<file path="src/rwng_pkg.sv">
// -----------------------------------------------------------------------------
// rwng_pkg
// Shared types and constants of the random walk noise generator.
// -----------------------------------------------------------------------------
package rwng_pkg;

    localparam int STEP_IN_W = 19;
    localparam int STEP_W    = 17;
    localparam int SAMPLE_W  = 26;
    localparam int GEN_W     = 32;
    localparam int CFG_IDX_W = 8;
    localparam int CFG_DAT_W = 32;
    localparam int PROD_W    = 48;

    // Generator recurrence: g = g * LCG_MUL + LCG_ADD (mod 2^32)
    localparam logic [25:0]       LCG_MUL = 26'd40359821;
    localparam logic [GEN_W-1:0]  LCG_ADD = 32'd1;

    localparam logic [STEP_W-1:0] ONE_Q16 = 17'd65536;

    // Register indexes
    localparam logic [CFG_IDX_W-1:0] REG_STEP_SIZE  = 8'd0;
    localparam logic [CFG_IDX_W-1:0] REG_USE_INPUT  = 8'd1;
    localparam logic [CFG_IDX_W-1:0] REG_RUN_ENABLE = 8'd2;
    localparam logic [CFG_IDX_W-1:0] REG_SEED       = 8'd3;

    // Reset values
    localparam logic [STEP_W-1:0] RST_STEP_SIZE = 17'd655;
    localparam logic [GEN_W-1:0]  RST_SEED      = 32'd1;

    // Controller to datapath commands
    typedef struct packed {
        logic capture;   // latch the step of the accepted beat
        logic lcg;       // advance the generator
        logic scale;     // multiply centred generator value by the step
        logic update;    // move the position and load the output
        logic zero;      // load a zero output, hold all state
    } t_dp_cmd;

    // Datapath to controller status
    typedef struct packed {
        logic run;       // walk is enabled
        logic out_free;  // output register can take a beat this cycle
    } t_dp_status;

endpackage

</file>
<file path="src/rwng_ctrl.sv">
// -----------------------------------------------------------------------------
// rwng_ctrl
// Sequencer: accept a beat, then step the datapath through generator advance,
// scaling and position update, or load a zero output while the walk is stopped.
// -----------------------------------------------------------------------------
module rwng_ctrl (
    input  logic                i_clk,
    input  logic                i_rst_n,
    input  logic                i_valid,
    output logic                o_ready,
    input  rwng_pkg::t_dp_status i_status,
    output rwng_pkg::t_dp_cmd    o_cmd
);
    import rwng_pkg::*;

    typedef enum logic [4:0] {
        ST_IDLE   = 5'b00001,
        ST_LCG    = 5'b00010,
        ST_SCALE  = 5'b00100,
        ST_UPDATE = 5'b01000,
        ST_ZERO   = 5'b10000
    } t_state;

    t_state r_state;
    t_state n_state;

    always_comb begin
        n_state = r_state;
        o_cmd   = '0;
        unique case (r_state)
            ST_IDLE: begin
                if (i_valid) begin
                    o_cmd.capture = 1'b1;
                    n_state       = i_status.run ? ST_LCG : ST_ZERO;
                end
            end
            ST_LCG: begin
                o_cmd.lcg = 1'b1;
                n_state   = ST_SCALE;
            end
            ST_SCALE: begin
                o_cmd.scale = 1'b1;
                n_state     = ST_UPDATE;
            end
            ST_UPDATE: begin
                // hold until the output register is free
                if (i_status.out_free) begin
                    o_cmd.update = 1'b1;
                    n_state      = ST_IDLE;
                end
            end
            ST_ZERO: begin
                if (i_status.out_free) begin
                    o_cmd.zero = 1'b1;
                    n_state    = ST_IDLE;
                end
            end
            default: begin
                n_state = ST_IDLE;
            end
        endcase
    end

    always_ff @(posedge i_clk) begin
        if (!i_rst_n) begin
            r_state <= ST_IDLE;
        end else begin
            r_state <= n_state;
        end
    end

    assign o_ready = (r_state == ST_IDLE);

endmodule

</file>
<file path="src/rwng_dp.sv">
// -----------------------------------------------------------------------------
// rwng_dp
// Datapath: configuration registers, generator, shared multiplier, walk
// position and output register.
// -----------------------------------------------------------------------------
module rwng_dp (
    input  logic                                   i_clk,
    input  logic                                   i_rst_n,
    input  logic                                   i_cfg_valid,
    input  logic [rwng_pkg::CFG_IDX_W-1:0]         i_cfg_index,
    input  logic [rwng_pkg::CFG_DAT_W-1:0]         i_cfg_data,
    input  logic signed [rwng_pkg::STEP_IN_W-1:0]  i_step_in,
    input  logic                                   i_ready,
    output logic                                   o_valid,
    output logic signed [rwng_pkg::SAMPLE_W-1:0]   o_sample,
    input  rwng_pkg::t_dp_cmd                      i_cmd,
    output rwng_pkg::t_dp_status                   o_status
);
    import rwng_pkg::*;

    logic [STEP_W-1:0]          r_step_size;
    logic                       r_use_input;
    logic                       r_run;
    logic [GEN_W-1:0]           r_gen;
    logic [STEP_W-1:0]          r_step;
    logic signed [PROD_W-1:0]   r_prod;
    logic signed [SAMPLE_W-1:0] r_pos;
    logic signed [SAMPLE_W-1:0] r_sample;
    logic                       r_out_valid;

    logic [STEP_W-1:0]          step_cfg;
    logic [STEP_W-1:0]          step_inp;
    logic signed [GEN_W-1:0]    centred;
    logic signed [32:0]         mul_a;
    logic signed [26:0]         mul_b;
    logic signed [59:0]         mul_p;
    logic signed [24:0]         inc;
    logic signed [26:0]         inc_ext;
    logic signed [26:0]         pos_ext;
    logic signed [26:0]         sum;
    logic signed [26:0]         refl;
    logic                       outside;
    logic signed [SAMPLE_W-1:0] n_pos;

    // clamp both step sources to 0..1.0
    assign step_cfg = (r_step_size > ONE_Q16) ? ONE_Q16 : r_step_size;

    always_comb begin
        if (i_step_in[STEP_IN_W-1]) begin
            step_inp = '0;
        end else if (i_step_in[STEP_IN_W-2:0] > {1'b0, ONE_Q16}) begin
            step_inp = ONE_Q16;
        end else begin
            step_inp = i_step_in[STEP_W-1:0];
        end
    end

    // one multiplier, shared by the generator advance and the step scaling
    assign centred = {~r_gen[GEN_W-1], r_gen[GEN_W-2:0]};
    assign mul_a   = i_cmd.scale ? {centred[GEN_W-1], centred} : {1'b0, r_gen};
    assign mul_b   = i_cmd.scale ? {10'd0, r_step} : {1'b0, LCG_MUL};
    assign mul_p   = mul_a * mul_b;

    // floor shift of the Q0.47 product to a Q0.24 increment
    assign inc     = r_prod[PROD_W-1:23];
    assign inc_ext = {{2{inc[24]}}, inc};
    assign pos_ext = {r_pos[SAMPLE_W-1], r_pos};
    assign sum     = pos_ext + inc_ext;
    assign refl    = pos_ext - inc_ext;
    assign outside = (sum > 27'sd16777216) || (sum < -27'sd16777216);
    assign n_pos   = outside ? refl[SAMPLE_W-1:0] : sum[SAMPLE_W-1:0];

    // configuration and control state
    always_ff @(posedge i_clk) begin
        if (!i_rst_n) begin
            r_step_size <= RST_STEP_SIZE;
            r_use_input <= 1'b0;
            r_run       <= 1'b1;
            r_gen       <= RST_SEED;
            r_pos       <= '0;
            r_out_valid <= 1'b0;
        end else begin
            if (i_cfg_valid) begin
                unique case (i_cfg_index)
                    REG_STEP_SIZE:  r_step_size <= i_cfg_data[STEP_W-1:0];
                    REG_USE_INPUT:  r_use_input <= i_cfg_data[0];
                    REG_RUN_ENABLE: r_run       <= i_cfg_data[0];
                    REG_SEED:       r_gen       <= i_cfg_data[GEN_W-1:0];
                    default: ;
                endcase
            end else if (i_cmd.lcg) begin
                r_gen <= mul_p[GEN_W-1:0] + LCG_ADD;
            end
            if (i_cmd.update) begin
                r_pos <= n_pos;
            end
            if (i_cmd.update || i_cmd.zero) begin
                r_out_valid <= 1'b1;
            end else if (i_ready) begin
                r_out_valid <= 1'b0;
            end
        end
    end

    // payload registers
    always_ff @(posedge i_clk) begin
        if (i_cmd.capture) begin
            r_step <= r_use_input ? step_inp : step_cfg;
        end
        if (i_cmd.scale) begin
            r_prod <= mul_p[PROD_W-1:0];
        end
        if (i_cmd.update) begin
            r_sample <= n_pos;
        end else if (i_cmd.zero) begin
            r_sample <= '0;
        end
    end

    assign o_status.run      = r_run;
    assign o_status.out_free = !r_out_valid || i_ready;
    assign o_valid           = r_out_valid;
    assign o_sample          = r_sample;

endmodule

</file>
<file path="src/random_walk_noise_generator.sv">
// -----------------------------------------------------------------------------
// random_walk_noise_generator
// Brownian noise source: a 32-bit LCG drives a bounded random walk in Q1.24.
// -----------------------------------------------------------------------------
// Usage:
//   Input channel (i_valid / o_ready): one beat per sample tick, carrying
//   i_step_in, a signed Q2.16 step used when use_input_step is set.
//   Output channel (o_valid / i_ready): one beat per input beat, o_sample is
//   the walk position in Q1.24, or zero while run_enable is clear.
//   Config channel (i_cfg_valid / o_cfg_ready): always ready; index 0 step
//   size, 1 use input step, 2 run enable, 3 seed (reloads the generator).
//   Other indexes are dropped. Write only while the block is idle.
// Sequence:
//   A running beat passes through accept, generator advance, step scaling and
//   position update. The two multiply steps share one 33x27 multiplier. A new
//   beat is accepted only in idle, once the last one is through. While stopped,
//   an accepted beat goes to a zero state that loads a zero sample.
// Reset and stall:
//   Reset restores the register defaults, seeds the generator with 1 and
//   centers the walk at zero. A stalled receiver holds the output register;
//   the next beat is still accepted and worked up to the update, which waits.
// -----------------------------------------------------------------------------
module random_walk_noise_generator (
    input  logic                                   i_clk,
    input  logic                                   i_rst_n,
    input  logic                                   i_valid,
    output logic                                   o_ready,
    input  logic signed [rwng_pkg::STEP_IN_W-1:0]  i_step_in,
    output logic                                   o_valid,
    input  logic                                   i_ready,
    output logic signed [rwng_pkg::SAMPLE_W-1:0]   o_sample,
    input  logic                                   i_cfg_valid,
    output logic                                   o_cfg_ready,
    input  logic [rwng_pkg::CFG_IDX_W-1:0]         i_cfg_index,
    input  logic [rwng_pkg::CFG_DAT_W-1:0]         i_cfg_data
);
    import rwng_pkg::*;

    t_dp_cmd    cmd;
    t_dp_status status;

    // configuration writes never stall
    assign o_cfg_ready = 1'b1;

    // sequencer: accepts a beat in idle, then drives the datapath steps
    rwng_ctrl u_ctrl (
        .i_clk    (i_clk),
        .i_rst_n  (i_rst_n),
        .i_valid  (i_valid),
        .o_ready  (o_ready),
        .i_status (status),
        .o_cmd    (cmd)
    );

    // datapath: registers, generator, shared multiplier, walk and output
    rwng_dp u_dp (
        .i_clk       (i_clk),
        .i_rst_n     (i_rst_n),
        .i_cfg_valid (i_cfg_valid),
        .i_cfg_index (i_cfg_index),
        .i_cfg_data  (i_cfg_data),
        .i_step_in   (i_step_in),
        .i_ready     (i_ready),
        .o_valid     (o_valid),
        .o_sample    (o_sample),
        .i_cmd       (cmd),
        .o_status    (status)
    );

endmodule

</file>
<file path="config.mk">
export PLATFORM = sky130hd
export DESIGN_NAME = random_walk_noise_generator
export DESIGN_NICKNAME = d
export VERILOG_FILES = /design/src/rwng_pkg.sv /design/src/rwng_ctrl.sv /design/src/rwng_dp.sv /design/src/random_walk_noise_generator.sv
export SDC_FILE = /design/constraint.sdc
export NUM_CORES = 2
export LEC_CHECK = 0
export ABC_AREA = 1
export ABC_CLOCK_PERIOD_IN_PS = 12500
export BUFFER_PORTS_ARGS = -buffer_cell sky130_fd_sc_hd__buf_2
export CAP_MARGIN = 20
export CORE_ASPECT_RATIO = 0.8
export CORE_MARGIN = 2
export CORE_UTILIZATION = 35
export DETAILED_ROUTE_END_ITERATION = 6
export SETUP_SLACK_MARGIN = 0.15
export SYNTH_ARGS = -nofsm -noshare
export SYNTH_HDL_FRONTEND = slang
export SYNTH_SLANG_ARGS = --single-unit
</file>
<file path="constraint.sdc">
create_clock -name i_clk -period 12.5 [get_ports i_clk]
set_clock_uncertainty 0.1 [all_clocks]
set_input_delay 1.875 -clock i_clk [delete_from_list [all_inputs] [get_ports i_clk]]
set_output_delay 1.875 -clock i_clk [all_outputs]
set_load 0.01 [all_outputs]
</file>
**Word-level counts from Yosys, hierarchy flattened**

Index checks and enable logic that the tools add are counted.

- Flip-flop bits (word level): 174
- Input bits: 64
- Logic and storage cells: 69

- Add/subtract/negate cells: 3
- $mul: 1
- Magnitude comparators: 4
- Equal/unequal tests: 11
- Muxes and demuxes: 25
- Bitwise operators: 1
- Reduce and logical (&&, ||, !) cells: 14

Operators with widths:

| kind | count |
|---|---|
| 26-bit 2-to-1 mux | 4 |
| 32-bit 2-to-1 mux | 3 |
| 17-bit 2-to-1 mux | 4 |
| 33-bit by 27-bit multiplier with 48-bit output | 1 |
| 33-bit 2-to-1 mux | 1 |
| 32-bit by 1-bit adder with 32-bit output (second input constant) | 1 |
| 26-bit by 25-bit adder with 27-bit output | 1 |
| 27-bit by 26-bit greater-than comparator with 1-bit output (second input constant) | 1 |
| 27-bit by 25-bit less-than comparator with 1-bit output (second input constant) | 1 |
| 26-bit by 25-bit subtractor with 26-bit output | 1 |
| 5-bit case mux with 4 select lines | 1 |
| 18-bit by 17-bit greater-than comparator with 1-bit output (second input constant) | 1 |
| 17-bit greater-than comparator (second input constant) | 1 |
| 8-bit by 2-bit equality test with 1-bit output (second input constant) | 2 |
| 5-bit 2-to-1 mux | 3 |
| 2-bit AND reduction | 5 |
| 1-bit 2-to-1 mux | 9 |
| 8-bit by 1-bit equality test with 1-bit output (second input constant) | 1 |
| 8-bit logical NOT | 1 |
| 2-bit nonzero test | 3 |
| 5-bit by 1-bit equality test with 1-bit output (second input constant) | 1 |
| 5-bit by 2-bit equality test with 1-bit output (second input constant) | 1 |
| 5-bit by 3-bit equality test with 1-bit output (second input constant) | 1 |
| 5-bit by 4-bit equality test with 1-bit output (second input constant) | 1 |
| 7 further kinds | 10 |

**Depth between registers and ports, before layout**

- Depth after elaboration: 7
- Depth in mapped cells: 44
- Mapped depth without buffers: 41

**Hierarchy**

A second synthesis with hierarchy kept.

- Cells, all modules: 4284
- Area total of the unflattened synthesis: 33475.9 µm²

By module, submodules not included:

| module | instances | cells each | area each (µm²) | sequential area each (µm²) |
|---|---|---|---|---|
| rwng_dp | 1 | 4236 | 33160.6 | 3603.5 |
| rwng_ctrl | 1 | 46 | 304.0 | 100.1 |
| random_walk_noise_generator | 1 | 2 | 11.3 | 0.0 |

**Least setup slack after synthesis**

OpenSTA, ideal clock, no wires.

- Path type: reg2reg
- From: reg u_ctrl.r_state[1]
- To: reg u_dp.r_prod[45], data pin
- Arrival: 7.789 ns
- Slack: 4.358 ns
- Stages on the path, launching flop included: 32
- Period minus slack after synthesis: 8.142 ns
- Path through: dfxtp_1 > inv_1 > nand2_1 > nor2_1 > nand3_2 > inv_2 > buf_1 > buf_1 > ha_1 > inv_1 > clkbuf_1 > nand2_1 > fa_1 > inv_1 > fa_1 > fa_1 > inv_1 > fa_1 > fa_1 > fa_1 > inv_1 > fa_1 > ha_1 > nand2_1 > nor2_1 > inv_1 > o21ai_0 > a21oi_1 > o21ai_1 > nand2_1 > nand3_1 > nand2_1

- Cells in the longest elaborated chain, start to end: 4
- Elaborated cells on any way between the ends: 5
- Those cells by class: 1 x mul; 1 x eq/ne; 3 x mux

RTL lines:

| what | line | source |
|---|---|---|
| from (decl) | rwng_ctrl.sv:24 | `t_state r_state;` |
| from (signal assigned) | rwng_ctrl.sv:68 | `r_state <= n_state;` |
| 5-bit by 3-bit equality test with 1-bit output (*) | rwng_ctrl.sv:30 | `unique case (r_state)` |
| 1-bit 2-to-1 mux (*) | rwng_ctrl.sv:30 |  |
| 33-bit 2-to-1 mux / 26-bit 2-to-1 mux (equally long branches) | rwng_dp.sv:60, rwng_dp.sv:61 |  |
| 33-bit by 27-bit multiplier with 48-bit output (*) | rwng_dp.sv:62 | `assign mul_p = mul_a * mul_b;` |
| via u_dp.mul_p[45] | rwng_dp.sv:36 | `logic signed [59:0] mul_p;` |
| to (signal assigned) | rwng_dp.sv:111 | `r_prod <= mul_p[PROD_W-1:0];` |
| to (decl) | rwng_dp.sv:26 | `logic signed [PROD_W-1:0] r_prod;` |

The timed path passes the listed nets; every way through them passes the cells marked *.
A chain may end at the register's enable or synchronous reset.

**Worst setup path in the final report**

- From: reg u_ctrl.r_state[0]
- To: reg u_dp.r_prod[46], data pin

The elaborated chain is that of the path after synthesis.

==> results_dict.tcl <==
set metrics [dict create \
    grt.overflow.total 0 \
    via_per_inst 4.815 \
    pre_cts_slack_ns 3.181 \
    cap_violations 0 \
    fp.dieH_microns 281.9 \
    worst-endpoint-required_ns 12.61 \
    period_share 0.7491 \
    totalNegativeSetupSlack_ns 0 \
    run_status "finished, final reports clean" \
    final_cell_area_sq_um 35970 \
    report.final.hold_viol_count 0 \
    timing.critical_path.arrival_ns 9.47 \
    grt_setup_unrepaired "false" \
    design.die.area_sq_um 99020 \
    postSynthRegisterBits 151 \
    power.share.combinational 0.554 \
    net-switching-power_mw 1.106 \
    initial_utilization 0.3545 \
    first_global_vias 27830 \
    placed_cell_area_sq_um 35410 \
    finalNonFillerCells 5636 \
    floorplan.die.width_microns 351.3 \
    timing.max_slew.rel_slack 0.2074 \
    cp_common_cell "sky130_fd_sc_hd__inv_1" \
    numPlacedInstances 5603 \
    clk_root_buffer_cell "sky130_fd_sc_hd__clkbuf_16" \
    worstSkewPairLatency_ns 0.48 \
    utilization 0.3775 \
    crit_path_max_incr_delay_ns 0.73 \
    power.static_leakage_nw 19.03 \
    setup.worst_path.class "flip-flop to flip-flop" \
    number_of_buffers_added_to_fix_hold_violations_after_cts 0 \
    core-area_sq_um 95280 \
    placement_rows 101 \
    worst-slew-pin-transition_ns 1.187 \
    r2r-start "u_ctrl.r_state[0]" \
    p_per_area_nw_per_um2 64.50 \
    dp.final_hpwl_mm 86.63 \
    pin_count_of_the_biggest_net_entering_global_routing 56 \
    finalWeightedCongestion 0.9447 \
    finalCriticalPeriod_ns 9.363 \
    cts_tree "yes" \
    detail_route.drc_violations 0 \
    finish.net_count 5277 \
    syn-mean-instance-area_sq_um 7.756 \
    cpMaxStageDelayCell "sky130_fd_sc_hd__inv_1" \
    sw_frac_of_total 0.4768 \
    crit_family "adder cells" \
    number_of_vias_after_detailed_routing 27140 \
    share_seq_of_total_power 0.239 \
    cell_internal_pwr_mw 1.214 \
    worst_setup_hold_path_clk_slew_ns 0.06 \
    crit_fanout 18 \
    clock_sinks 151 \
    antenna_found_initial 0 \
    first_pass_grt_wire_length_mm 164.7 \
    clockPowerShare 0.207 \
    placement.io_buffers 91 \
    wl_per_cell_microns 18.53 \
    finalSetupViolations 0 \
    async_flop_share 0 \
    postCtsSetupBuffers 0 \
    numCtsBuffers 17 \
    dr.pass1.iters 5 \
    hp-class "flip-flop to flip-flop" \
    ys.flop_type "sky130_fd_sc_hd__dfxtp_1" \
    worst_ir_drop_vdd_mv 0.1281 \
    setup_slack_ns 3.137 \
    setup.worst_path.start_class "flip-flop" \
    syn_nets 5296 \
    syn_inst 4355 \
    cts_buffer_depth 2 \
    mapped_area_sq_um 33780 \
    grtUsageTotal 0.2193 \
    cts_htree_levels 4 \
    synth.lib_cells_used.distinct 61 \
    fmax_ghz 0.1068 \
    ys_seq_area_frac 0.1096 \
    ant_nets 0 \
    setup.worst_path.start "u_ctrl.r_state[0]" \
    design.portCount 93 \
    final_layout_size_suffix_gt1_frac 0.05702 \
    cts_repair_resize_count 0 \
    antenna-diode-count 0 \
    number_of_flops_mapped_to_enable_cells_by_yosys 68 \
    drt-initial-drc-count 2353 \
    drt_wl_total_mm 104.4 \
    cp.buffers_inverters 9 \
    timing.hold.worst.start "u_dp.r_step_size[16]" \
    number_of_warning_messages_in_the_yosys_log 0 \
    synthToLayoutAreaGrowth_pct 6.486 \
    cp-end-kind "flip-flop" \
    slew_viol_final 0 \
]
-- final timing paths --
path                     endpoint  slack (ns)  cells after the start
max               u_dp.r_prod[46]        3.14                     32
max reg2reg       u_dp.r_prod[46]        3.14                     32
min          u_dp.r_step_size[16]        0.38                      2
min reg2reg  u_dp.r_step_size[16]        0.38                      2
-- worst min-delay path, cell delays in order (launching register included) --
cell                      delay [ns]
sky130_fd_sc_hd__dfxtp_1        0.31
sky130_fd_sc_hd__inv_1          0.06
sky130_fd_sc_hd__a21oi_1        0.06
-- cell usage after synthesis, types with 15 or more instances --
master	number	area [sq um]
sky130_fd_sc_hd__inv_1	1192	4474
sky130_fd_sc_hd__nand2_1	959	3600
sky130_fd_sc_hd__fa_1	639	12790
sky130_fd_sc_hd__nor2_1	304	1141
sky130_fd_sc_hd__ha_1	238	2978
sky130_fd_sc_hd__a21oi_1	149	745.7
sky130_fd_sc_hd__nand3_1	146	730.7
sky130_fd_sc_hd__clkbuf_1	121	454.2
sky130_fd_sc_hd__dfxtp_1	83	1662
sky130_fd_sc_hd__edfxtp_1	68	2042
sky130_fd_sc_hd__xor2_1	63	551.8
sky130_fd_sc_hd__o21ai_0	58	290.3
sky130_fd_sc_hd__xnor2_1	33	289.0
sky130_fd_sc_hd__nand4_1	26	162.7
sky130_fd_sc_hd__nor3_1	23	115.1
sky130_fd_sc_hd__inv_2	19	71.32
sky130_fd_sc_hd__o31ai_1	18	135.1
sky130_fd_sc_hd__buf_1	17	63.81
sky130_fd_sc_hd__o21bai_1	15	112.6
-- state kept, by name, indices dropped and copies added (netlist names) --
signal            cells
u_dp.r_use_input      1
u_dp.r_step          17
u_dp.r_gen           32
u_ctrl.r_state        5
u_dp.r_step_size     17
u_dp.o_valid          1
u_dp.r_run            1
u_dp.o_sample        26
u_dp.r_pos           26
u_dp.r_prod          25
-- layer usage --
metal  vias to the layer above  track usage  part of all wire
met5                         -            0                 0
met2                      1075       0.3172              0.41
met3                        84      0.05720              0.11
li1                      12640            -                 -
met4                         0      0.03693             0.014
met1                     13340       0.3299              0.47
-- power groups by stage --
stage	clock [mW]	combinational, mW	sequential, mW
floorplan	0	0.898	0.559
global placement	0	1.25	0.565
detailed placement	0	1.26	0.565
CTS	0.494	1.26	0.555
global route	0.516	1.46	0.555
finish	0.480	1.29	0.555
-- kinds of logic after synthesis --
logic type | count (synthesis) | share of synthesized area
and+or+nand+nor | 1534 | 0.1865
buffers and inverters | 1385 | 0.1569
adders and majority gates | 877 | 0.4669
AOI/OAI and AO/OA | 310 | 0.05456
DFF | 151 | 0.1096
xor gates and xnor gates | 97 | 0.02537
other | 1 | 0.0001110
-- stage by stage --
step,hold slack (ns),power [mW]
floorplan,0.3434,1.456
global placement,0.3592,1.815
detailed placement,0.3638,1.822
CTS,0.3750,2.313
global route,0.3876,2.526
finish,0.3760,2.320
-- final cells by class --
class | count | area (sq um)
Clock buffer | 17 | 425.4
Clock inverter | 15 | 103.9
Fill cell | 10020 | 59320
Inverter | 1216 | 4569
Multi-Input combinational cell | 2819 | 24780
Sequential cell | 151 | 3704
Tap cell | 1287 | 1610
Timing Repair Buffer | 131 | 775.7
-- placed cells by master, fill, tap and decap left out, drive strengths merged, types with 2 or more instances in the layout --
cell      Yosys  layout
nor3b         3       3
clkinv        5       8
a21o          4       4
dfxtp        83      83
o21a          8       8
xnor2        33      33
o31ai        18      18
nor4         12      12
fa          639     639
o211ai        7       7
a211oi        3       3
xor2         64      64
nand3       154     154
clkbuf      121      17
nand3b       11      11
a31oi         8       8
a221oi        7       7
clkinvlp      0       7
or2          16      16
a21boi        4       4
a21oi       161     161
o21bai       16      16
buf          46     131
nand4        26      26
edfxtp       68      68
inv        1211    1216
ha          238     238
a311oi        2       2
o221ai        3       3
nand2       970     970
o21ai        64      64
nor2        316     316
nor3         25      25
Power figures use the tool's default switching activity.
